$ cat src/hw/rtl/tfry_pkg.sv
`default_nettype none
package tfry_pkg;

  localparam int unsigned WORD_W = 64;
  localparam int unsigned CFG_INDEX_W = 2;

  typedef logic [WORD_W-1:0] word_t;

  typedef struct packed {
    word_t w0;
    word_t w1;
  } word_pair_t;

  typedef enum logic [CFG_INDEX_W-1:0] {
    REG_KEY_LOW  = 2'd0,
    REG_KEY_HIGH = 2'd1
  } reg_index_t;

  typedef struct packed {
    logic                   we;
    logic [CFG_INDEX_W-1:0] index;
    word_t                  data;
  } cfg_t;

  localparam word_t PARITY = 64'h1BD1_1BDA_A9FC_1A22;

  localparam int unsigned ROT_TABLE [8] = '{16, 42, 12, 31, 16, 32, 24, 21};

  function automatic word_t rotl(input word_t v, input int unsigned amt);
    int unsigned b;
    b = amt % WORD_W;
    if (b == 0) begin
      return v;
    end
    return (v << b) | (v >> (WORD_W - b));
  endfunction

  function automatic word_t ks_word(input word_t k0, input word_t k1, input int unsigned idx);
    word_t r;
    case (idx % 3)
      0: r = k0;
      1: r = k1;
      default: r = PARITY ^ k0 ^ k1;
    endcase
    return r;
  endfunction

endpackage
`default_nettype wire

$ cat src/hw/rtl/tfry_inject_cell.sv
`default_nettype none
module tfry_inject_cell #(
  parameter int unsigned INJ = 0
) (
  input  wire logic                 clk,
  input  wire logic                 rst,
  input  wire tfry_pkg::cfg_t       cfg,
  input  wire tfry_pkg::word_t      key0,
  input  wire tfry_pkg::word_t      key1,
  input  wire logic                 in_valid,
  output logic                      in_ready,
  input  wire tfry_pkg::word_pair_t in_data,
  output logic                      out_valid,
  input  wire logic                 out_ready,
  output tfry_pkg::word_pair_t      out_data
);

  tfry_pkg::word_t key0_next;
  tfry_pkg::word_t key1_next;
  tfry_pkg::word_pair_t add;
  tfry_pkg::word_pair_t add_next;

  // The cell keeps its own key addends, refreshed on every key write.
  always_comb begin
    key0_next = key0;
    key1_next = key1;
    if (rst) begin
      key0_next = '0;
      key1_next = '0;
    end else if (cfg.we) begin
      case (cfg.index)
        tfry_pkg::REG_KEY_LOW:  key0_next = cfg.data;
        tfry_pkg::REG_KEY_HIGH: key1_next = cfg.data;
        default: ;
      endcase
    end
    add_next.w0 = tfry_pkg::ks_word(key0_next, key1_next, INJ);
    add_next.w1 = tfry_pkg::ks_word(key0_next, key1_next, INJ + 1)
                  + tfry_pkg::word_t'(INJ);
  end

  always_ff @(posedge clk) begin
    if (rst || cfg.we) begin
      add <= add_next;
    end
  end

  assign in_ready = !out_valid || out_ready;

  always_ff @(posedge clk) begin
    if (rst) begin
      out_valid <= 1'b0;
    end else if (in_ready) begin
      out_valid <= in_valid;
    end
  end

  always_ff @(posedge clk) begin
    if (in_ready && in_valid) begin
      out_data.w0 <= in_data.w0 + add.w0;
      out_data.w1 <= in_data.w1 + add.w1;
    end
  end

endmodule
`default_nettype wire

$ cat config.mk
export PLATFORM = sky130hd
export DESIGN_NAME = tfry_inject_cell
export DESIGN_NICKNAME = d
export VERILOG_FILES = /design/src/hw/rtl/tfry_pkg.sv /design/src/hw/rtl/tfry_inject_cell.sv
export SDC_FILE = /design/constraint.sdc
export NUM_CORES = 1
export LEC_CHECK = 0
export BUFFER_PORTS_ARGS = -buffer_cell sky130_fd_sc_hd__buf_2
export CAP_MARGIN = 10
export CORE_UTILIZATION = 40
export DETAILED_ROUTE_END_ITERATION = 12
export GPL_TIMING_DRIVEN = 0
export PLACE_DENSITY = 0.75
export SETUP_SLACK_MARGIN = 0.05
export SLEW_MARGIN = 0
export SYNTH_ARGS = -nofsm -noshare
export SYNTH_HDL_FRONTEND = slang
export SYNTH_SLANG_ARGS = --single-unit
$ cat constraint.sdc
create_clock -name clk -period 6.18 [get_ports clk]
set_input_delay 1.236 -clock clk [delete_from_list [all_inputs] [get_ports clk]]
set_output_delay 1.236 -clock clk [all_outputs]
set_load 0.005 [all_outputs]
==> results of run 1 <==
flip-flops by register name, indices dropped and copies added, names as in the netlist:
| register | cells |
|---|---|
| out_data | 128 |
| add | 128 |
| out_valid | 1 |
per-layer routing:
| layer | vias to the layer above | GRT usage |
|---|---|---|
| met3 | 115 | 0.0459 |
| li1 | 7291 | - |
| met4 | 2 | 0.0987 |
| met1 | 7281 | 0.384 |
| met5 | - | 0 |
| met2 | 729 | 0.437 |
cell type report:
| cell class | count | area (µm²) |
|---|---|---|
| Multi-Input combinational cell | 1349 | 8420 |
| Fill cell | 3810 | 20300 |
| Clock buffer | 33 | 762 |
| Buffer | 81 | 305 |
| Timing Repair Buffer | 459 | 2380 |
| Antenna cell | 13 | 32.5 |
| Inverter | 26 | 97.6 |
| Tap cell | 532 | 666 |
| Sequential cell | 257 | 7710 |
| Clock inverter | 23 | 184 |
cells in the mapped netlist (all sizes together), types with 9 or more instances:
| master | instances | area (µm²) |
|---|---|---|
| a211oi | 15 | 113 |
| a21o | 80 | 601 |
| a21oi | 269 | 1350 |
| a31oi | 13 | 81.3 |
| and3 | 9 | 56.3 |
| clkbuf | 77 | 289 |
| edfxtp | 256 | 7690 |
| ha | 126 | 1580 |
| inv | 26 | 97.6 |
| nand2 | 353 | 1330 |
| nand2b | 10 | 62.6 |
| nand3 | 15 | 75.1 |
| nand4 | 35 | 219 |
| nor2 | 75 | 282 |
| nor2b | 11 | 68.8 |
| nor3 | 16 | 80.1 |
| o21a | 9 | 67.6 |
| o21ai | 77 | 397 |
| o21bai | 26 | 195 |
| xnor2 | 74 | 648 |
| xor2 | 48 | 420 |
power by group through the flow:
stage | Combinational, W | Sequential, W | Clock, W
finish | 0.00165 | 0.00233 | 0.00172
CTS | 0.00163 | 0.00233 | 0.00176
global route | 0.00181 | 0.00235 | 0.00182
global placement | 0.00160 | 0.00237 | 0
floorplan | 0.000994 | 0.00236 | 0
detailed placement | 0.00162 | 0.00236 | 0
worst paths after layout:
path	from	end	slack, ns
worst max-delay path	in_data[64]	out_data[124]	1.97
worst max register to register	add[64]	out_data[124]	2.41
worst min register to register	add[64]	out_data[64]	0.54
worst min-delay path	add[64]	out_data[64]	0.54
metrics by stage:
| step | TNS (ns) | power, W |
|---|---|---|
| 2_1_floorplan | 0 | 0.00336 |
| 3_3_place_gp | -17.45 | 0.00397 |
| 3_5_place_dp | 0 | 0.00398 |
| 4_1_cts | 0 | 0.00572 |
| 5_1_grt | 0 | 0.00598 |
| 6_report | 0 | 0.00571 |
cells by family after synthesis:
kind of cell / Yosys count / synth area share
compound gates: 549 / 0.203
simple gates: 549 / 0.143
flops: 257 / 0.466
fa+ha+maj: 128 / 0.0978
xor+xnor: 122 / 0.0647
buf+inv: 107 / 0.0244
mux: 1 / 0.000606
==> flow_metrics.tcl, run 1 <==
set metrics [dict create \
    status "completed" \
    place_congestion 1.05 \
    top_layer "met5" \
    ctsHoldBuffers 0 \
    internal-power_w 0.00389 \
    die_x_um 205 \
    maxSlewViolCount 0 \
    seq_area_frac_synth 0.466 \
    cts.htree.levels 1 \
    startpoint_type "primary input" \
    io_buffers 455 \
    comb_power_share 0.289 \
    skew_ns 0.0237 \
    clockRootBuffer "clkbuf_16" \
    vias 15400 \
    critPathMaxStageDelay_ns 0.46 \
    reg2regPathDepth 12 \
    netlist_instances 1713 \
    fin_crit_sh 0.681 \
    grtUsageTotal 0.277 \
    cts.sinks 257 \
    synthFlopType "edfxtp_1" \
    finalWorstSetupSlack_ns 1.97 \
    drive_gt1_frac 0.237 \
    synth_edf_count 256 \
    wl_met1_mm 25.8 \
    final_cells 2773 \
    grt_max_degree 66 \
    ys_types 67 \
    cts_setup_buffers 0 \
    ios 457 \
    hp-class "reg2reg" \
    initial_core_util 0.405 \
    synth-async-reset-ratio 0 \
    layout_commonest_cell "buf_2" \
    fin_util 0.503 \
    dieArea_um2 42100 \
    p_sw_frac 0.318 \
    die_h_um 205 \
    wire_per_inst_um 21.8 \
    worstPathCellList "buf_2, ha_1, fa_1, a21oi_1, nor2_1, o41a_1, o21a_1, o21ai_0, nand2_1, a31o_2, a21oi_1, nor2_1, a211oi_1" \
    grt_pass1_vias 14500 \
    slew_headroom 0.504 \
    met2_length_mm 27.9 \
    synth_area_um2 16500 \
    setup_violations 0 \
    final_nets 2659 \
    drt-initial-drc-count 1199 \
    finish.instance_area_um2 20600 \
    path_delay_family "compound AO/OA/AOI/OAI gates" \
    rsz0062_at_grt "false" \
    syn_to_final_growth_pct 24.4 \
    p_leak_nw 9.14 \
    ctsResizeCount 0 \
    clk_pin_slew_worst_paths_ns 0.06 \
    powerDensity_nw_per_um2 278 \
    dr.pass1.iters 8 \
    clock_power_share 0.302 \
    cap_violations 0 \
    via_per_inst 5.56 \
    drc 0 \
    num_rows 74 \
    ys.warnings.count 0 \
    layout_common_cells "456 x buf_2, 353 x nand2_1, 267 x a21oi_1, 256 x edfxtp_1, 126 x ha_1" \
    route.met3.wl_mm 4.69 \
    ctsLongestPathBuffers 3 \
    synth_nets 2168 \
    place_ws_ns 1.44 \
    critPathMaxFanout 4 \
    cp.depth 13 \
    max_freq_mhz 237 \
    ant_nets 0 \
    dpl.cell_count 2704 \
    critPathCaptureType "register" \
    period_minus_slack_ns 4.21 \
    grt_pass1_wl_mm 86.6 \
    cts_tree "yes" \
    core_um2 40800 \
    fin_hold_ws_ns 0.538 \
    ys_seq_elements 257 \
    tightest_slew_ns 0.743 \
    antenna_found_initial 13 \
    drt-total-wl_mm 60.5 \
    critical_path_class "in2reg" \
    worstPathArrival_ns 4.57 \
    gr-total-overflow 0 \
    cts_buffers 30 \
    crit_required_ns 6.54 \
    worstSkewPairLatency_ns 0.59 \
    path_buf_inv 1 \
    switchingPower_w 0.00181 \
    hold_viol 0 \
    min_delay_path_depth 1 \
    ir_worst_vdd_v 0.000232 \
    hpwlAfterDp_mm 49.3 \
    cpMaxStageDelayCell "o41a_1" \
    syn_avg_cell_area_um2 9.65 \
    dpl-instance-area_um2 19600 \
    seqPwrFrac 0.409 \
]
Power figures use the tool's default switching activity.
==> inputs of run 2 (changes only) <==
Settings changed: PLACE_DENSITY 0.75 to 0.77.
Clock period 6.18 ns to 3.6 ns, I/O delays scaled along.
==> run 2 against run 1 <==
  * Combinational power up 75%
  * Sequential share of layout area down 0.40 points
  * Critical path depth fell by 1
  * Wire length is 0.37% lower
  * Total power increased by 74%
  * Largest cell class unchanged
==> flow_metrics.tcl, run 2 (synthesis results as in run 1) <==
set metrics [dict create \
    maxSlewViolCount 0 \
    core_um2 40800 \
    cp.depth 12 \
    clockRootBuffer "clkbuf_16" \
    crit_required_ns 3.91 \
    startpoint_type "register" \
    place_congestion 1.08 \
    slew_headroom 0.397 \
    worstPathCellList "buf_4, ha_4, a211oi_2, o21ai_1, o211a_1, a311o_1, and4_4, o211ai_4, a21oi_2, o41ai_4, o41ai_2, xor2_1" \
    tightest_slew_ns 0.904 \
    initial_core_util 0.405 \
    hold_viol 0 \
    top_layer "met5" \
    drc 0 \
    total_power_w 0.00995 \
    dpl.cell_count 2703 \
    layout_commonest_cell "buf_2" \
    drt-total-wl_mm 60.3 \
    wl_met1_mm 26.1 \
    ant_nets 0 \
    cts_buffers 30 \
    path_delay_family "compound AO/OA/AOI/OAI gates" \
    critical_path_class "reg2reg" \
    cpMaxStageDelayCell "o41ai_4" \
    gr-total-overflow 0 \
    io_buffers 455 \
    skew_ns 0.0140 \
    cts.sinks 257 \
    dr.pass1.iters 6 \
    ctsHoldBuffers 0 \
    wire_per_inst_um 21.6 \
    fin_crit_sh 0.967 \
    clk_pin_slew_worst_paths_ns 0.06 \
    cts.htree.levels 1 \
    reg2regPathDepth 12 \
    die_h_um 205 \
    antenna_found_initial 12 \
    syn_to_final_growth_pct 25.7 \
    die_x_um 205 \
    powerDensity_nw_per_um2 479 \
    grtUsageTotal 0.275 \
    hp-class "in2reg" \
    cap_violations 0 \
    critPathMaxFanout 3 \
    via_per_inst 5.63 \
    hpwlAfterDp_mm 48.4 \
    route.met3.wl_mm 4.84 \
    min_delay_path_depth 3 \
    cts_tree "yes" \
    drt-initial-drc-count 1496 \
    worstSkewPairLatency_ns 0.58 \
    path_buf_inv 1 \
    ctsLongestPathBuffers 3 \
    layout_common_cells "456 x buf_2, 353 x nand2_1, 264 x a21oi_1, 256 x edfxtp_1, 124 x ha_1" \
    reg_top3 "add: 128 flops, out_data: 128 flops, out_valid: 1 flops" \
    final_nets 2667 \
    dieArea_um2 42100 \
    worstPathArrival_ns 3.79 \
    vias 15700 \
    num_rows 74 \
    grt_pass1_wl_mm 86.2 \
    period_minus_slack_ns 3.48 \
    p_leak_nw 9.20 \
    fill_cells 3840 \
    grt_max_degree 66 \
    critPathCaptureType "register" \
    ir_worst_vdd_v 0.000384 \
    rsz0062_at_grt "false" \
    grt_pass1_vias 14400 \
    critPathMaxStageDelay_ns 0.48 \
    setup_violations 0 \
    met2_length_mm 27.2 \
    drive_gt1_frac 0.247 \
    fin_hold_ws_ns 0.386 \
    status "completed" \
    ios 457 \
    max_freq_mhz 287 \
    final_cells 2783 \
]
-- run 2: what timing repair did --
action / CTS / global route
gates resized for setup: 4 / 24
buffers inserted: 0 / 9
pin swaps: 0 / 9
endpoints found under the setup margin: 5 / 20
-- run 2: layout make-up --
cell class | count | area [µm²] | area share
sequential | 257 | 7710 | 0.371
buffer | 81 | 305 | 0.0147
inverter | 26 | 97.6 | 0.00470
tap | 532 | 666 | 0.0320
clock buffer | 35 | 791 | 0.0381
multi-input combinational | 1349 | 8560 | 0.412
antenna | 15 | 37.5 | 0.00181
timing repair buffer | 467 | 2420 | 0.116
clock inverter | 21 | 191 | 0.00922
-- run 2: layer usage --
metal / GRT usage / vias to the layer above
met5: 0 / -
met4: 0.0947 / 2
met3: 0.0418 / 134
met2: 0.422 / 808
met1: 0.393 / 7423
li1: - / 7302
-- run 2: stage by stage --
step           TNS (ns)  worst slack, ns  area (µm²)  utilization
3_5_place_dp      -7.36           -0.493       19500        0.479
4_1_cts               0           0.0693       20600        0.503
3_3_place_gp     -77.36           -0.573       19500        0.477
2_1_floorplan         0            0.155       16500            -
6_report              0            0.118       20800        0.509
5_1_grt               0           0.0456       20800        0.509
-- run 2: path summary, 6_finish.rpt --
| kind | from | endpoint | slack, ns |
|---|---|---|---|
| max | add[65] | out_data[125] | 0.12 |
| min | in_valid | out_valid | 0.39 |
| max reg2reg | add[65] | out_data[125] | 0.12 |
| min reg2reg | out_valid | out_valid | 0.53 |
-- run 2: where the power goes --
group / internal (W) / switching (W) / total (W)
clock network: 0.00178 / 0.00128 / 0.00307
registers: 0.00386 / 0.000143 / 0.00400
logic: 0.00118 / 0.00170 / 0.00288
-- run 2: worst min-delay path, cell delays in order --
cell     delay (ns)
buf_2          0.11
inv_1          0.04
a21oi_1        0.05
