--- config.mk ---
export PLATFORM = sky130hd
export DESIGN_NAME = tfry_round_cell
export DESIGN_NICKNAME = d
export VERILOG_FILES = /design/src/hw/rtl/tfry_pkg.sv /design/src/hw/rtl/tfry_round_cell.sv
export SDC_FILE = /design/constraint.sdc
export NUM_CORES = 1
export LEC_CHECK = 0
export BUFFER_PORTS_ARGS = -buffer_cell sky130_fd_sc_hd__buf_2
export CAP_MARGIN = 20
export CORE_UTILIZATION = 56
export CTS_CLUSTER_SIZE = 25
export DETAILED_ROUTE_END_ITERATION = 7
export GPL_TIMING_DRIVEN = 0
export HOLD_SLACK_MARGIN = 0.06
export PLACE_DENSITY = 0.91
export SETUP_SLACK_MARGIN = 0.05
export SLEW_MARGIN = 0
export SYNTH_ARGS = -nofsm -noshare
export SYNTH_HDL_FRONTEND = slang
export SYNTH_SLANG_ARGS = --single-unit
--- constraint.sdc ---
create_clock -name clk -period 6.5 [get_ports clk]
set_clock_uncertainty 0.15 [all_clocks]
set_input_delay 0 -clock clk [delete_from_list [all_inputs] [get_ports clk]]
set_output_delay 0 -clock clk [all_outputs]
set_load 0.01 [all_outputs]
--- src/hw/rtl/tfry_pkg.sv ---
`default_nettype none
package tfry_pkg;

  localparam int unsigned WORD_W = 64;
  localparam int unsigned CFG_INDEX_W = 2;

  typedef logic [WORD_W-1:0] word_t;

  typedef struct packed {
    word_t w0;
    word_t w1;
  } word_pair_t;

  typedef enum logic [CFG_INDEX_W-1:0] {
    REG_KEY_LOW  = 2'd0,
    REG_KEY_HIGH = 2'd1
  } reg_index_t;

  typedef struct packed {
    logic                   we;
    logic [CFG_INDEX_W-1:0] index;
    word_t                  data;
  } cfg_t;

  localparam word_t PARITY = 64'h1BD1_1BDA_A9FC_1A22;

  localparam int unsigned ROT_TABLE [8] = '{16, 42, 12, 31, 16, 32, 24, 21};

  function automatic word_t rotl(input word_t v, input int unsigned amt);
    int unsigned b;
    b = amt % WORD_W;
    if (b == 0) begin
      return v;
    end
    return (v << b) | (v >> (WORD_W - b));
  endfunction

  function automatic word_t ks_word(input word_t k0, input word_t k1, input int unsigned idx);
    word_t r;
    case (idx % 3)
      0: r = k0;
      1: r = k1;
      default: r = PARITY ^ k0 ^ k1;
    endcase
    return r;
  endfunction

endpackage
`default_nettype wire

--- src/hw/rtl/tfry_round_cell.sv ---
`default_nettype none
module tfry_round_cell #(
  parameter int unsigned ROT_AMT = 16
) (
  input  wire logic                 clk,
  input  wire logic                 rst,
  input  wire logic                 in_valid,
  output logic                      in_ready,
  input  wire tfry_pkg::word_pair_t in_data,
  output logic                      out_valid,
  input  wire logic                 out_ready,
  output tfry_pkg::word_pair_t      out_data
);

  tfry_pkg::word_pair_t data_next;

  assign in_ready = !out_valid || out_ready;

  always_comb begin
    data_next.w0 = in_data.w0 + in_data.w1;
    data_next.w1 = tfry_pkg::rotl(in_data.w1, ROT_AMT) ^ data_next.w0;
  end

  always_ff @(posedge clk) begin
    if (rst) begin
      out_valid <= 1'b0;
    end else if (in_ready) begin
      out_valid <= in_valid;
    end
  end

  always_ff @(posedge clk) begin
    if (in_ready && in_valid) begin
      out_data <= data_next;
    end
  end

endmodule
`default_nettype wire

==> metrics, run 1 <==
status=finished clean; die span in x=125 µm; worst-margin pin slew=approximately 760 ps; Total Wirelength=around 29000 µm; TritonRoute pass-1 iters=8; Post-DP HPWL=about 20000 µm; PortBufs=about 260; dpl ws=around 3100 ps; row count=44; Iteration-0 DRC Markers=925; grt ovf=0; Yosys cell types=slightly below 70; Post-Syn Nets=a little under 1000; first-pass GRT wire length=~45000 µm; layout cell share with drive strength beyond 1=roughly 28%; Tcrit/Tclk final=about three fifths; Req. time, crit path=between 6000 and 7000 ps; post-route setup slack=roughly 2500 ps; EDFF count, synth=128; H-tree Lvls=4; Root Driver=clkbuf_16; Max Cap Violations=0; Max Root-Sink Buffers=2; Buf+Inv Stages, Crit Path=4; vias in the first global route=between 8000 and 9000; total track usage=between 30% and 40%; vias=about 8100; Starting Density=57.7%; Worst Path Arrival=3990 ps; pin count of the biggest net entering global routing=76; Final Hold Violating Endpoints=0; CTS buffer count=17; highest clock rate=roughly 250 MHz; CP delay by family, top=compound AO/OA/AOI/OAI gates; drt drc=0; unrepaired setup endpoints after global routing=no; # nets final=roughly 1300; CP max-delay cell=dlygate4sd3_1; setup violators final=0; CTS tree=yes; Seq/Total Area, Yosys=45.9%; Critical Path, Cell by Cell=dlygate4sd3_1 -> buf_2 -> ha_1 -> inv_1 -> fa_1 -> nand2b_1 -> a21oi_1 -> o211ai_1 -> a21oi_2 -> nor3_2 -> o41a_1 -> o41ai_2 -> xor2_1 -> xor2_1 -> dlygate4sd3_1; cell area after synthesis=between 8000 and 9000 µm²; DR vias/cell=6.06; clock-pin slew on the worst setup and hold paths=70 ps; Slew headroom=between 40% and 50%; Avg Cell Area, Syn=between 10 and 15 µm²; mean routed wirelength per cell=about 22 µm; non-filler instance count after layout=roughly 1300; crit path launch type=input port; Antenna Nets Post-Route=0; DP Cell Count=1219; number of top-level pins=around 260; CP Capture Type=flop; Post-Synthesis Cells=a little under 800; fin. max-slew vios=0; Leakage=4.95 nW; total core area=roughly 15000 µm²; top_reg_cell synth=edfxtp_1; die height=between 100 and 150 µm; setup TNS=0 ps; Syn-to-layout area delta=36.2%; gp weighted congestion=between 0.9 and 1; latest clock arrival within the worst-skew pair=430 ps; #FFs+latches synth=~130; CP max FO=3; initial antenna violation count=1; minimum clock period=3950 ps; pwr/cell area=roughly 270 nW/µm²; critical path type=in2reg; Peak VDD IR=about 0.18 mV; Yosys warning count=0; ys async rst share=0%; CTS Sinks=129; worst min path class=in2reg; fin util=78.6%; die area=15500 µm²; Max stage delay on crit path=between 500 and 600 ps
==> tightest hold or removal path: stages <==
cell and delay [ps]:
buf_2 80, ha_1 140, buf_6 130, xnor2_1 100
==> final timing paths <==
path,start,endpoint,slack (ps),cells past startpoint
min reg2reg,out_valid,out_data[10],930,2
min,in_data[89],out_data[89],60,4
max reg2reg,out_valid,out_data[109],4490,3
max,in_data[0],out_data[62],2550,15
==> cells in the final DEF, fill, tap and decap left out, types with 11 or more instances in the layout <==
cell / instances
o21ai_0: 41
nand3_1: 13
xnor2_1: 43
dlygate4sd3_1: 87
edfxtp_1: 128
nor2_1: 47
nand2_1: 61
ha_1: 63
a21oi_1: 84
xor2_1: 84
clkbuf_16: 17
buf_2: 269
a21o_1: 16
nand4_1: 26
inv_1: 16
clkbuf_8: 11
o21a_1: 11
==> final cells by class <==
class / instances / area [µm²]
diodes: 1 / 2.50
plain buffers: 27 / 230
clock buffers: 23 / 478
clock inverters: 9 / 131
fillers: 851 / 3130
inverters: 16 / 60.1
multi-input cells: 601 / 4260
flip-flops and latches: 129 / 3860
well taps: 184 / 230
repair buffers: 349 / 2200
==> report_power, final <==
| part | switching (mW) | internal [mW] |
|---|---|---|
| logic | 0.560 | 0.368 |
| clock network | 0.369 | 0.632 |
| registers | 0.0375 | 1.10 |
==> sequential cells by signal, summed over array words and instances (netlist names) <==
signal,cells
out_valid,1
out_data,128
==> cell usage after synthesis (all sizes together), types with 2 or more instances <==
cell,n,share of area [%]
edfxtp,128,46
a21oi,86,5.2
xor2,84,8.7
ha,63,9.4
nand2,62,2.8
o21ai,51,3.0
nor2,47,2.1
xnor2,43,4.5
nand4,27,2.1
a21o,16,1.4
inv,16,0.71
clkbuf,14,1.6
buf,13,1.1
nand3,13,0.77
o21a,11,0.98
nor3,10,0.65
o21bai,10,0.89
a211oi,6,0.54
nand2b,6,0.45
a31oi,5,0.37
or3,5,0.43
and2,4,0.30
o211ai,4,0.36
a21boi,3,0.27
a221o,3,0.36
and4,3,0.33
nor2b,3,0.22
o2111ai,3,0.31
o41ai,3,0.49
or4,3,0.27
nor4,2,0.15
o221ai,2,0.21
xor3,2,0.57
==> stage by stage <==
step / area, µm² / hold slack (ps) / total power, mW
floorplan: 8410 / -80.9 / 1.66
global placement: 9950 / 5.04 / 1.95
detailed placement: 9980 / 8.64 / 1.97
CTS: 11500 / 62.4 / 3.01
global route: 11500 / 92.0 / 3.16
finish: 11500 / 61.7 / 3.06
==> kinds of logic after synthesis <==
logic type,Yosys count,share of synthesized area [%]
AO/OA/AOI/OAI,217,15.9
AND/OR/NAND/NOR,190,11.0
XOR/XNOR,130,14.1
flip-flops,129,45.9
adder cells (fa/ha/maj),64,9.61
buffers and inverters,43,3.45
==> timing repair <==
action	in CTS	in global routing
setup buffers	0	0
gates resized for setup	0	0
hold endpoints to repair	82	0
hold buffers	87	0
==> layer usage <==
metal | part of all wire (%) | vias to the layer above | GRT usage, %
met2 | 49 | 600 | 64.1
met4 | 5.5 | 0 | 20.6
met3 | 10 | 137 | 9.75
met1 | 36 | 3749 | 44.0
met5 | 0 | - | 0
li1 | - | 3624 | -
Power figures use the tool's default switching activity.
==> run 2, diff against run 1 <==
--- a/config.mk
+++ b/config.mk
@@ -7,12 +7,12 @@
 export LEC_CHECK = 0
 export BUFFER_PORTS_ARGS = -buffer_cell sky130_fd_sc_hd__buf_2
 export CAP_MARGIN = 20
-export CORE_UTILIZATION = 56
+export CORE_UTILIZATION = 52
 export CTS_CLUSTER_SIZE = 25
 export DETAILED_ROUTE_END_ITERATION = 7
 export GPL_TIMING_DRIVEN = 0
 export HOLD_SLACK_MARGIN = 0.06
-export PLACE_DENSITY = 0.91
+export PLACE_DENSITY = 0.86
 export SETUP_SLACK_MARGIN = 0.05
 export SLEW_MARGIN = 0
 export SYNTH_ARGS = -nofsm -noshare
==> constraint.sdc (replaced) <==
create_clock -name clk -period 3.85 [get_ports clk]
set_clock_uncertainty 0.15 [all_clocks]
set_input_delay 0 -clock clk [delete_from_list [all_inputs] [get_ports clk]]
set_output_delay 0 -clock clk [all_outputs]
set_load 0.01 [all_outputs]
==> metrics, run 2 (same netlist as run 1, synthesis figures left out) <==
status=finished clean; Leakage=4.94 nW (about the same); Reg with most FFs=out_data; DR vias/cell=5.76 (-4.9%); Starting Density=53.2% (-4.5 points); gp weighted congestion=0.980 (+0.48%); worst min path class=in2reg; Comb power frac=29.7% (-0.6 points); total track usage=32.0% (-5.9 points); fin. max-slew vios=0 (unchanged); Sw Share=31.0% (-0.53 points); internal power=3.56 mW (+70%); cells on worst reg2reg path=3 (unchanged); max FFs per register=128 (unchanged); Total Wirelength=27100 µm (-7.6%); die span in x=129 µm (+3.7%); Root Driver=clkbuf_16; latest clock arrival within the worst-skew pair=430 ps (about the same); fin util=72.7% (-5.9 points); Peak VDD IR=0.302 mV (+68%); H-tree Lvls=4 (unchanged); vias in the first global route=7567 (-6.3%); commonest non-fill, non-tap cell in the layout=buf_2; Reg2Reg Capture Point=out_data[89]; highest clock rate=around 270 MHz; CP Capture Type=flop; Tcrit/Tclk final=between 90% and 100%; Reg2Reg Setup Slack=1820 ps (-2670 ps); Clock power frac=33.4% (+0.7 points); Total Power=5.15 mW (+68%); Antenna Nets Post-Route=0 (unchanged); crit path launch type=input port; drt drc=0 (unchanged); pwr/cell area=448 nW/µm² (+68%); CTS tree=yes; Req. time, crit path=3880 ps (-2660 ps); total core area=15800 µm² (+8.5%); layout cell share with drive strength beyond 1=28.7% (+0.28 points); setup violators final=0 (unchanged); die height=129 µm (+3.7%); grt ovf=0 (unchanged); Setup crit end=out_data[62]; NetSw=1.60 mW (+65%); CTS buffer count=17 (unchanged); CTS Sinks=129 (unchanged); largest registers=out_data: 128 flops, out_valid: 1 flops; pin count of the biggest net entering global routing=78 (+2.6%); antenna diode count=0 (-1); worst hold stages=4 (unchanged); hold slack=62.1 ps (+0.447 ps); Max Cap Violations=0 (unchanged); worst-margin pin slew=735 ps (-23.9 ps); TritonRoute pass-1 iters=6 (-2); Post-DP HPWL=19600 µm (-2.7%); number of top-level pins=262 (unchanged); DP Area=10000 µm² (+0.40%); setup TNS=0 ps (unchanged); Max Root-Sink Buffers=2 (unchanged); most frequent cells in the layout=buf_2 (269), edfxtp_1 (128), dlygate4sd3_1 (85); Setup crit start=in_data[19]; Worst Path Arrival=3760 ps (-230 ps); clock-pin slew on the worst setup and hold paths=60 ps (about the same); critical path type=in2reg; Iteration-0 DRC Markers=796 (-14%); initial antenna violation count=0 (-1); CP max FO=7 (+4); mean routed wirelength per cell=19.8 µm (-9.6%); vias=7885 (-2.8%); design area=11500 µm² (+0.39%); PortBufs=261 (unchanged); Syn-to-layout area delta=36.8%; first-pass GRT wire length=39900 µm (-11%); # nets final=1336 (-0.075%); unrepaired setup endpoints after global routing=yes; Flop pwr share=36.9% (about the same); r2r startpoint=out_valid; minimum clock period=about 3700 ps; die area=16700 µm² (+7.6%); Final Hold Violating Endpoints=0 (unchanged); Slew headroom=51.0% (+2.1 points); row count=46 (+4.5%)
run 2: changes by cell type in the layout (fill, tap and decap cells not counted), sizes merged:
cell	previous run	this run
buf	275	276
bufinv	3	4
clkbuf	37	33
clkinvlp	3	4
diode	1	0
dlygate4sd3	87	85
inv	16	18
run 2: worst min path at each step:
stage | end | slack (ps) | startpoint
finish | out_data[65] | 60 | in_data[65]
global route | out_data[91] | 70 | in_data[91]
CTS | out_data[107] | 60 | in_data[107]
detailed placement | out_valid | 20 | rst
global placement | out_valid | 6 | rst
floorplan | out_valid | -80 | rst
run 2: power groups by stage:
stage / clock network [mW] / registers (mW) / logic, mW
floorplan: 0 / 2.05 / 0.748
finish: 1.72 / 1.90 / 1.53
CTS: 1.71 / 1.90 / 1.49
detailed placement: 0 / 1.93 / 1.40
global route: 1.77 / 1.92 / 1.64
global placement: 0 / 1.93 / 1.36
run 2: layer usage:
metal | vias up | part of all wire (%) | track usage (%)
li1 | 3621 | - | -
met1 | 3674 | 39 | 39.1
met2 | 497 | 47 | 52.5
met3 | 93 | 9.8 | 8.34
met4 | 0 | 4.5 | 16.3
met5 | - | 0 | 0
run 2: final cells by class:
cell class | count | area, µm²
fillers | 1086 | 4320
multi-input cells | 601 | 4270
flip-flops and latches | 129 | 3860
repair buffers | 348 | 2190
clock buffers | 19 | 433
well taps | 216 | 270
plain buffers | 27 | 230
clock inverters | 13 | 185
inverters | 16 | 60.1
run 2: critical path: stages:
cell and delay, ps:
dlygate4sd3_1 530, buf_2 150, ha_1 460, a21oi_1 120, o21ai_1 170, or2b_1 240, a21oi_1 310, nor3_2 120
o41a_1 460, o41ai_2 260, xor2_1 270, xor2_1 90, dlygate4sd3_1 570
run 2: timing repair:
action / CTS / global route
hold buffers: 85 / 0
gates resized for setup: 0 / 2
setup buffers: 0 / 1
endpoints found under the setup margin: 0 / 9
hold endpoints to repair: 80 / 0
run 2: per-stage QoR:
stage / worst slack [ps] / std cells
final: 121 / 1369
after global routing: -40.5 / 1369
after CTS: 77.1 / 1368
after detailed placement: 419 / 1251
after global placement: 493 / 1250
after floorplan: 1100 / 773
